[src/utf8_text_sanitizer_top_assert.svh]
// Assertion macros shared by the sanitizer modules.
// Each macro expects signals named clk and rst_n in the enclosing module.
`ifndef UTF8_TEXT_SANITIZER_TOP_ASSERT_SVH
`define UTF8_TEXT_SANITIZER_TOP_ASSERT_SVH

// The consequent must hold in the same cycle as the antecedent.
`define UTSAN_ASSERT_NOW(label, ante, cons, msg) \
    label: assert property (@(posedge clk) disable iff (!rst_n) (ante) |-> (cons)) \
        else $error(msg);

// The consequent must hold in the cycle after the antecedent.
`define UTSAN_ASSERT_NEXT(label, ante, cons, msg) \
    label: assert property (@(posedge clk) disable iff (!rst_n) (ante) |=> (cons)) \
        else $error(msg);

`endif

[src/utsan_pkg.sv]
package utsan_pkg;

    localparam logic [7:0] SPACE_BYTE = 8'h20;
    localparam int unsigned MAX_RESULTS = 4;

    typedef logic [7:0] byte_t;

    typedef struct packed {
        logic [MAX_RESULTS-1:0][7:0] bytes;
        logic [2:0]                  count;
        logic                        eot;
    } result_group_t;

    function automatic logic is_allowed(input logic [20:0] cp);
        is_allowed = (cp == 21'h09) || (cp == 21'h0A) || (cp == 21'h0D) ||
                     (cp >= 21'h20 && cp <= 21'h7E) ||
                     (cp >= 21'hA0 && cp <= 21'hFF) ||
                     (cp >= 21'h3000 && cp <= 21'h303F) ||
                     (cp >= 21'h3400 && cp <= 21'h4DBF) ||
                     (cp >= 21'h4E00 && cp <= 21'h9FFF) ||
                     (cp >= 21'hFF00 && cp <= 21'hFFEF);
    endfunction

endpackage

[src/utsan_in_if.sv]
interface utsan_in_if;
    logic       valid;
    logic       ready;
    logic [7:0] in_byte;
    logic       end_of_text;

    modport source (output valid, output in_byte, output end_of_text, input ready);
    modport sink (input valid, input in_byte, input end_of_text, output ready);
endinterface

[src/utsan_out_if.sv]
interface utsan_out_if;
    logic       valid;
    logic       ready;
    logic [7:0] out_byte;
    logic       run_last;
    logic       text_end;

    modport source (output valid, output out_byte, output run_last, output text_end,
                    input ready);
    modport sink (input valid, input out_byte, input run_last, input text_end,
                  output ready);
endinterface

[src/utsan_decode.sv]
`include "utf8_text_sanitizer_top_assert.svh"

module utsan_decode (
    input  logic                     clk,
    input  logic                     rst_n,
    input  logic                     advance,
    input  logic [7:0]               in_byte,
    input  logic                     end_of_text,
    output utsan_pkg::result_group_t group
);

    localparam logic [7:0] LEAD_E0 = 8'hE0;
    localparam logic [7:0] LEAD_ED = 8'hED;
    localparam logic [7:0] LEAD_F0 = 8'hF0;
    localparam logic [7:0] LEAD_F4 = 8'hF4;

    logic [2:0][7:0] pend_reg;
    logic [2:0][7:0] pend_next;
    logic [1:0]      pcnt_reg;
    logic [1:0]      pcnt_next;
    logic [2:0]      slen_reg;
    logic [2:0]      slen_next;
    logic [20:0]     pcp_reg;
    logic [20:0]     pcp_next;

    logic [2:0]      lead_len;
    logic [20:0]     lead_bits;
    logic [7:0]      lead_out;
    logic [7:0]      cont_lo;
    logic [7:0]      cont_hi;
    logic            cont_ok;
    logic [20:0]     cp_ext;
    logic [2:0]      pcnt_ext;
    logic            complete;
    logic            seq_open;
    logic [1:0]      base;
    logic [2:0]      base_ext;

    assign seq_open = (slen_reg != 3'd0);
    assign pcnt_ext = {1'b0, pcnt_reg};
    assign complete = ((pcnt_ext + 3'd1) >= slen_reg);
    assign cp_ext   = {pcp_reg[14:0], in_byte[5:0]};
    assign base     = seq_open ? pcnt_reg : 2'd0;
    assign base_ext = {1'b0, base};
    assign lead_out = (!in_byte[7] && utsan_pkg::is_allowed({13'd0, in_byte}))
                      ? in_byte : utsan_pkg::SPACE_BYTE;
    assign cont_ok  = (in_byte >= cont_lo) && (in_byte <= cont_hi);

    always_comb
    begin
        lead_len  = 3'd0;
        lead_bits = '0;
        if (in_byte >= 8'hC2 && in_byte <= 8'hDF)
        begin
            lead_len  = 3'd2;
            lead_bits = {16'd0, in_byte[4:0]};
        end
        else if (in_byte >= 8'hE0 && in_byte <= 8'hEF)
        begin
            lead_len  = 3'd3;
            lead_bits = {17'd0, in_byte[3:0]};
        end
        else if (in_byte >= 8'hF0 && in_byte <= 8'hF4)
        begin
            lead_len  = 3'd4;
            lead_bits = {18'd0, in_byte[2:0]};
        end
    end

    // The second byte of some sequences has a narrower range, which rules out
    // overlong forms, surrogates and code points above the Unicode limit.
    always_comb
    begin
        cont_lo = 8'h80;
        cont_hi = 8'hBF;
        if (pcnt_reg == 2'd1)
        begin
            case (pend_reg[0])
                LEAD_E0: cont_lo = 8'hA0;
                LEAD_ED: cont_hi = 8'h9F;
                LEAD_F0: cont_lo = 8'h90;
                LEAD_F4: cont_hi = 8'h8F;
                default: ;
            endcase
        end
    end

    always_comb
    begin
        group.bytes = {utsan_pkg::MAX_RESULTS{utsan_pkg::SPACE_BYTE}};
        group.count = 3'd0;
        group.eot   = end_of_text;
        pend_next   = pend_reg;
        pcnt_next   = pcnt_reg;
        slen_next   = slen_reg;
        pcp_next    = pcp_reg;

        if (seq_open && cont_ok)
        begin
            if (complete)
            begin
                if (utsan_pkg::is_allowed(cp_ext))
                begin
                    for (int i = 0; i < 3; i++)
                    begin
                        if (2'(i) < pcnt_reg)
                        begin
                            group.bytes[2'(i)] = pend_reg[2'(i)];
                        end
                    end
                    group.bytes[pcnt_reg] = in_byte;
                    group.count           = pcnt_ext + 3'd1;
                end
                else
                begin
                    group.count = 3'd1;
                end
                pend_next = '0;
                pcnt_next = 2'd0;
                slen_next = 3'd0;
                pcp_next  = '0;
            end
            else
            begin
                if (pcnt_reg[0])
                begin
                    pend_next[1] = in_byte;
                end
                else
                begin
                    pend_next[2] = in_byte;
                end
                pcnt_next = pcnt_reg + 2'd1;
                pcp_next  = cp_ext;
                if (end_of_text)
                begin
                    group.count = pcnt_ext + 3'd1;
                    pend_next   = '0;
                    pcnt_next   = 2'd0;
                    slen_next   = 3'd0;
                    pcp_next    = '0;
                end
            end
        end
        else
        begin
            // Any buffered bytes become spaces, then the byte starts afresh.
            if (lead_len == 3'd0)
            begin
                group.bytes[base] = lead_out;
                group.count       = base_ext + 3'd1;
                pend_next         = '0;
                pcnt_next         = 2'd0;
                slen_next         = 3'd0;
                pcp_next          = '0;
            end
            else
            begin
                pend_next    = '0;
                pend_next[0] = in_byte;
                pcnt_next    = 2'd1;
                slen_next    = lead_len;
                pcp_next     = lead_bits;
                group.count  = base_ext;
                if (end_of_text)
                begin
                    group.count = base_ext + 3'd1;
                    pend_next   = '0;
                    pcnt_next   = 2'd0;
                    slen_next   = 3'd0;
                    pcp_next    = '0;
                end
            end
        end
    end

    always_ff @(posedge clk or negedge rst_n)
    begin
        if (!rst_n)
        begin
            pend_reg <= '0;
            pcnt_reg <= 2'd0;
            slen_reg <= 3'd0;
            pcp_reg  <= '0;
        end
        else if (advance)
        begin
            pend_reg <= pend_next;
            pcnt_reg <= pcnt_next;
            slen_reg <= slen_next;
            pcp_reg  <= pcp_next;
        end
    end

    `UTSAN_ASSERT_NOW(a_open_count, seq_open,
        (pcnt_reg != 2'd0) && (pcnt_ext < slen_reg),
        "open sequence holds a bad byte count")
    `UTSAN_ASSERT_NOW(a_closed_empty, !seq_open, pcnt_reg == 2'd0,
        "closed sequence still holds bytes")
    `UTSAN_ASSERT_NEXT(a_eot_closes, advance && end_of_text, slen_reg == 3'd0,
        "sequence left open after end of text")

endmodule

[src/utsan_outbuf.sv]
`include "utf8_text_sanitizer_top_assert.svh"

module utsan_outbuf (
    input  logic                     clk,
    input  logic                     rst_n,
    input  logic                     load,
    input  utsan_pkg::result_group_t group,
    output logic                     can_load,
    utsan_out_if.source              result
);

    logic [utsan_pkg::MAX_RESULTS-1:0][7:0] bytes_reg;
    logic [2:0]                             cnt_reg;
    logic                                   eot_reg;
    logic                                   pop;

    assign result.valid    = (cnt_reg != 3'd0);
    assign result.out_byte = bytes_reg[0];
    assign result.run_last = (cnt_reg == 3'd1);
    assign result.text_end = (cnt_reg == 3'd1) && eot_reg;
    assign pop             = result.valid && result.ready;
    assign can_load        = (cnt_reg == 3'd0) || ((cnt_reg == 3'd1) && result.ready);

    always_ff @(posedge clk)
    begin
        if (load)
        begin
            bytes_reg <= group.bytes;
        end
        else if (pop)
        begin
            bytes_reg <= {utsan_pkg::SPACE_BYTE, bytes_reg[utsan_pkg::MAX_RESULTS-1:1]};
        end
    end

    always_ff @(posedge clk or negedge rst_n)
    begin
        if (!rst_n)
        begin
            cnt_reg <= 3'd0;
            eot_reg <= 1'b0;
        end
        else if (load)
        begin
            cnt_reg <= group.count;
            eot_reg <= group.eot;
        end
        else if (pop)
        begin
            cnt_reg <= cnt_reg - 3'd1;
        end
    end

    `UTSAN_ASSERT_NOW(a_cnt_range, 1'b1, cnt_reg <= 3'd4, "result count out of range")
    `UTSAN_ASSERT_NOW(a_load_free, load, can_load && (group.count != 3'd0),
        "results loaded over a busy buffer")
    `UTSAN_ASSERT_NEXT(a_pop_drain, pop && !load, cnt_reg == $past(cnt_reg) - 3'd1,
        "result count did not drain")

endmodule

[src/utf8_text_sanitizer_top.sv]
// Channel   Interface      Role    Payload
// text      utsan_in_if    sink    in_byte[7:0], end_of_text
// result    utsan_out_if   source  out_byte[7:0], run_last, text_end
//
// One input byte per cycle while result.ready stays high; a byte that causes k
// results holds the input register until the result buffer, which sends one byte
// per cycle, can take them. Each byte passes the input register, then the result buffer.
// Reset clears the open sequence and empties both registers.
// Stalls on the result side fill the input register and then drop text.ready.
module utf8_text_sanitizer_top (
    input  logic       clk,
    input  logic       rst_n,
    utsan_in_if.sink   text,
    utsan_out_if.source result
);

    logic                     in_vld_reg;
    logic [7:0]               in_byte_reg;
    logic                     in_eot_reg;
    logic                     advance;
    logic                     load;
    logic                     can_load;
    utsan_pkg::result_group_t group;

    assign advance    = in_vld_reg && ((group.count == 3'd0) || can_load);
    assign load       = advance && (group.count != 3'd0);
    assign text.ready = !in_vld_reg || advance;

    always_ff @(posedge clk or negedge rst_n)
    begin
        if (!rst_n)
        begin
            in_vld_reg <= 1'b0;
        end
        else if (text.ready)
        begin
            in_vld_reg <= text.valid;
        end
    end

    always_ff @(posedge clk)
    begin
        if (text.ready && text.valid)
        begin
            in_byte_reg <= text.in_byte;
            in_eot_reg  <= text.end_of_text;
        end
    end

    utsan_decode u_decode (
        .clk         (clk),
        .rst_n       (rst_n),
        .advance     (advance),
        .in_byte     (in_byte_reg),
        .end_of_text (in_eot_reg),
        .group       (group)
    );

    utsan_outbuf u_outbuf (
        .clk      (clk),
        .rst_n    (rst_n),
        .load     (load),
        .group    (group),
        .can_load (can_load),
        .result   (result)
    );

endmodule

[src/flat_wrapper.sv]
// flat-port wrapper written by rule: the top's interface ports become plain ports
module utf8_text_sanitizer_top_flat 
  (clk, rst_n, text_valid, text_in_byte, text_end_of_text, text_ready, result_valid, result_out_byte, result_run_last, result_text_end, result_ready);
  utsan_in_if text_i ();
  utsan_out_if result_i ();
  input  logic clk;
  input  logic rst_n;
  input wire logic [$bits(text_i.valid)-1:0] text_valid;
  input wire logic [$bits(text_i.in_byte)-1:0] text_in_byte;
  input wire logic [$bits(text_i.end_of_text)-1:0] text_end_of_text;
  output wire logic [$bits(text_i.ready)-1:0] text_ready;
  output wire logic [$bits(result_i.valid)-1:0] result_valid;
  output wire logic [$bits(result_i.out_byte)-1:0] result_out_byte;
  output wire logic [$bits(result_i.run_last)-1:0] result_run_last;
  output wire logic [$bits(result_i.text_end)-1:0] result_text_end;
  input wire logic [$bits(result_i.ready)-1:0] result_ready;
  assign text_i.valid = text_valid;
  assign text_i.in_byte = text_in_byte;
  assign text_i.end_of_text = text_end_of_text;
  assign text_ready = text_i.ready;
  assign result_valid = result_i.valid;
  assign result_out_byte = result_i.out_byte;
  assign result_run_last = result_i.run_last;
  assign result_text_end = result_i.text_end;
  assign result_i.ready = result_ready;
  utf8_text_sanitizer_top u_core (.clk(clk), .rst_n(rst_n), .text(text_i), .result(result_i));
endmodule
[config.mk]
export PLATFORM = sky130hd
export DESIGN_NAME = utf8_text_sanitizer_top_flat
export DESIGN_NICKNAME = d
export VERILOG_FILES = /design/src/utsan_pkg.sv /design/src/utsan_in_if.sv /design/src/utsan_out_if.sv /design/src/utsan_decode.sv /design/src/utsan_outbuf.sv /design/src/utf8_text_sanitizer_top.sv /design/src/flat_wrapper.sv
export VERILOG_INCLUDE_DIRS = /design/src /design/src/src
export SDC_FILE = /design/constraint.sdc
export NUM_CORES = 1
export LEC_CHECK = 0
export ABC_AREA = 0
export BUFFER_PORTS_ARGS = -buffer_cell sky130_fd_sc_hd__buf_4
export CORE_ASPECT_RATIO = 1.75
export CORE_UTILIZATION = 62
export DETAILED_ROUTE_END_ITERATION = 8
export PLACE_DENSITY = 0.81
export SLEW_MARGIN = 5
export SYNTH_ARGS = -nofsm -noshare
export SYNTH_HDL_FRONTEND = slang
export SYNTH_SLANG_ARGS = --single-unit
[constraint.sdc]
create_clock -name clk -period 8.1 [get_ports clk]
set_clock_uncertainty 0.05 [all_clocks]
set_input_delay 1.215 -clock clk [delete_from_list [all_inputs] [get_ports clk]]
set_output_delay 1.215 -clock clk [all_outputs]
set_load 0.1 [all_outputs]
==> reports/results.ini <==
[routing]
avgViaCountPerCell=7.15
drc=0
drtPass1Iterations=5
drtAntennaViolNets=0
finalWirelength_um=12700
vias=3882
wl_per_cell_um=23.4
drtIter0Drc=564

[clock_network]
cts_hold_buf=0
cts_root_buffer=clkbuf_16
post-cts-setup-buffers=0
cts_buffers=9
clk_pin_slew_worst_paths_ps=60
cts_resized=0
clock_latency_ps=350
cts_tree=built
htreeDepth=3
clockBufferDepth=2
cts_sinks=82

[worst_setup_path]
worstSetupStartpoint=u_core.u_decode.pcnt_reg[1]
r2r_slack_ps=3000
cp-end-kind=primary output
regToRegStartpoint=u_core.u_decode.pcnt_reg[1]
crit_required_ps=6840
path_max_fanout=17
cp.arrival_ps=4500
timing.rr.end=u_core.in_byte_reg[2]
worstSetupStartpointType=register
worstRegToRegCells=13
worstSetupPathType=reg -> out

[sta]
max-slew-margin-rel=0.225
worst_pin_slew_ps=1150
hold_violations=0
rsz0062_at_grt=false
setup_violations=0
period_needed_ps=5760
setup_ws_ps=2340
period_share=0.712
setup_tns_ps=0
fmax_mhz=173
maxSlewViolCount=0
whs_ps=449

[logic_synthesis]
synth_warnings=0
synth_top_family_by_area=compound AO/OA/AOI/OAI gates
async_flop_share=0.500
syn_inst=443
synth_area_leader_cell=edfxtp_1
ys_dominant_reg_cell=edfxtp_1
synth_area_um2=4780
synth-edff-count=41
synthAdderAreaFrac=0.0471
synthDominantCellAreaShare=0.258
ys_seq_area_frac=0.472
synth_commonest_cells=dfrtp_1 (41), edfxtp_1 (41), o21ai_0 (34)
synth_compound_area_frac=0.238
yosys.area_share.xor_xnor=0
syn_nets=474
synth_cell_types=74
muxShareOfSynthArea=0.0361
synth-seq-cells=82
synthTopCellsByArea=edfxtp_1 (26%), dfrtp_1 (21%), ha_1 (4.7%)
synth-simple-area-share=0.150
syn_avg_cell_area_um2=10.8

[placement]
placed_cell_area_um2=4900
gp_congestion=0.938
place_inst=527
hpwl_um=9290
portBuffers=24
pre_cts_ws_ps=2730

[cells_and_area]
fin_cells=543
largest_register_ffs=24
drive_above_1_share=0.165
syn_to_final_growth_pct=8.69
num_antenna_cells=0
fin_area_um2=5190
final_nets=481

[global_routing]
use_met1=0.389
grt_usage=0.353
grt_pass1_wl_um=20500
antenna_found_initial=0
gr-max-usage-layer=met2
gr-usage-met3=0.0753
grt_pass1_vias=4063
grt_util_met2=0.580
grt_max_degree=42
overflow=0

[die]
rows=42
start_util=0.636
num_io_pins=25
die_h_um=118
die_w_um=68.4
die_area_um2=8080
coreArea_um2=7510

[pwr]
sw_frac_of_total=0.453
clockPowerShare=0.199
p_comb_frac=0.433
power.density_nw_per_um2=382
p_switching_mw=0.900
p_int_mw=1.09
p_leak_nw=2.12
worst_ir_drop_vdd_uv=331
pwr-share-seq=0.368

[min_path]
hold_path_depth=1
hp-start=u_core.u_decode.pcp_reg[13]
hold_class=reg -> reg
hold_end=u_core.u_decode.pcp_reg[13]

[outcome]
status=complete, no violations

[flow_run]
cap_violations=0

==> cell type report <==
cell class / instances / area (um^2)
Clock buffer: 12 / 268
Clock inverter: 4 / 22.5
Fill cell: 615 / 2320
Inverter: 20 / 75.1
Multi-Input combinational cell: 310 / 2260
Sequential cell: 82 / 2260
Tap cell: 88 / 110
Timing Repair Buffer: 27 / 203
==> worst max-delay path: stages (launching register included) <==
cell and delay (ps):
dfrtp_1 410, inv_1 150, ha_1 290, nand2_1 100
nor4_1 400, nor3b_1 240, ha_1 250, and3b_1 180
a221oi_1 510, nor3_1 180, o32ai_1 570, a21oi_4 190
nor2_1 320, nand2_1 100, buf_4 250
==> worst max-delay path by stage <==
stage                                               end  slack (ps)  cells after the start
after floorplan           u_core.u_outbuf.bytes_reg[10]        2310                     12
after global placement                       text_ready        2880                     14
after detailed placement                     text_ready        2730                     14
after CTS                                    text_ready        2370                     14
after global routing                         text_ready        2040                     14
final                                        text_ready        2340                     14
==> per-layer routing <==
| metal | share of wire | vias up | routed length (um) |
|---|---|---|---|
| met3 | 0.066 | 64 | 838 |
| met4 | 0.061 | 0 | 772 |
| met5 | 0 | - | 0 |
| met1 | 0.35 | 1864 | 4460 |
| li1 | - | 1734 | - |
| met2 | 0.52 | 220 | 6630 |
==> per-stage QoR <==
stage | utilization | power, mW
finish | 0.691 | 1.98
global route | 0.691 | 2.07
CTS | 0.691 | 1.98
detailed placement | 0.653 | 1.59
global placement | 0.653 | 1.55
floorplan | - | 1.39
==> logic make-up (layout without fill, tap and decap cells) <==
group                      Yosys count  after routing
AOI/OAI and AO/OA                  147            147
adders and majority gates           18             18
buffers and inverters               51             63
DFF                                 82             82
muxes                               16             16
and+or+nand+nor                    129            129
==> power by group through the flow <==
stage | sequential, mW | clock [mW] | combinational (mW)
after floorplan | 0.665 | 0 | 0.730
after global routing | 0.746 | 0.413 | 0.911
final | 0.729 | 0.395 | 0.860
after detailed placement | 0.735 | 0 | 0.851
after CTS | 0.727 | 0.395 | 0.855
after global placement | 0.725 | 0 | 0.830
==> placed cells by master, fill, tap and decap left out, types with 3 or more instances in the layout <==
| cell type | instances |
|---|---|
| a21o_1 | 3 |
| nor2_1 | 13 |
| o21ai_0 | 33 |
| a22o_1 | 9 |
| o2bb2ai_1 | 8 |
| a31o_2 | 7 |
| ha_1 | 18 |
| a32oi_1 | 8 |
| nand3_1 | 9 |
| nand2_1 | 32 |
| mux2_2 | 10 |
| a211o_1 | 3 |
| nor3_1 | 12 |
| a21oi_1 | 9 |
| or2_2 | 3 |
| nor4_1 | 5 |
| inv_1 | 19 |
| clkbuf_16 | 10 |
| dfrtp_1 | 41 |
| or3_1 | 3 |
| edfxtp_1 | 41 |
| o211ai_1 | 4 |
| mux2i_1 | 6 |
| nor3b_1 | 10 |
| o21a_1 | 5 |
| and2_1 | 6 |
| o31ai_1 | 5 |
| and3_1 | 8 |
| nand3b_1 | 3 |
| and4_1 | 3 |
| a22oi_1 | 8 |
| a32o_1 | 11 |
| nand2b_1 | 6 |
| buf_4 | 27 |
| nand4_1 | 3 |
| a31oi_1 | 5 |
Power figures use the tool's default switching activity.
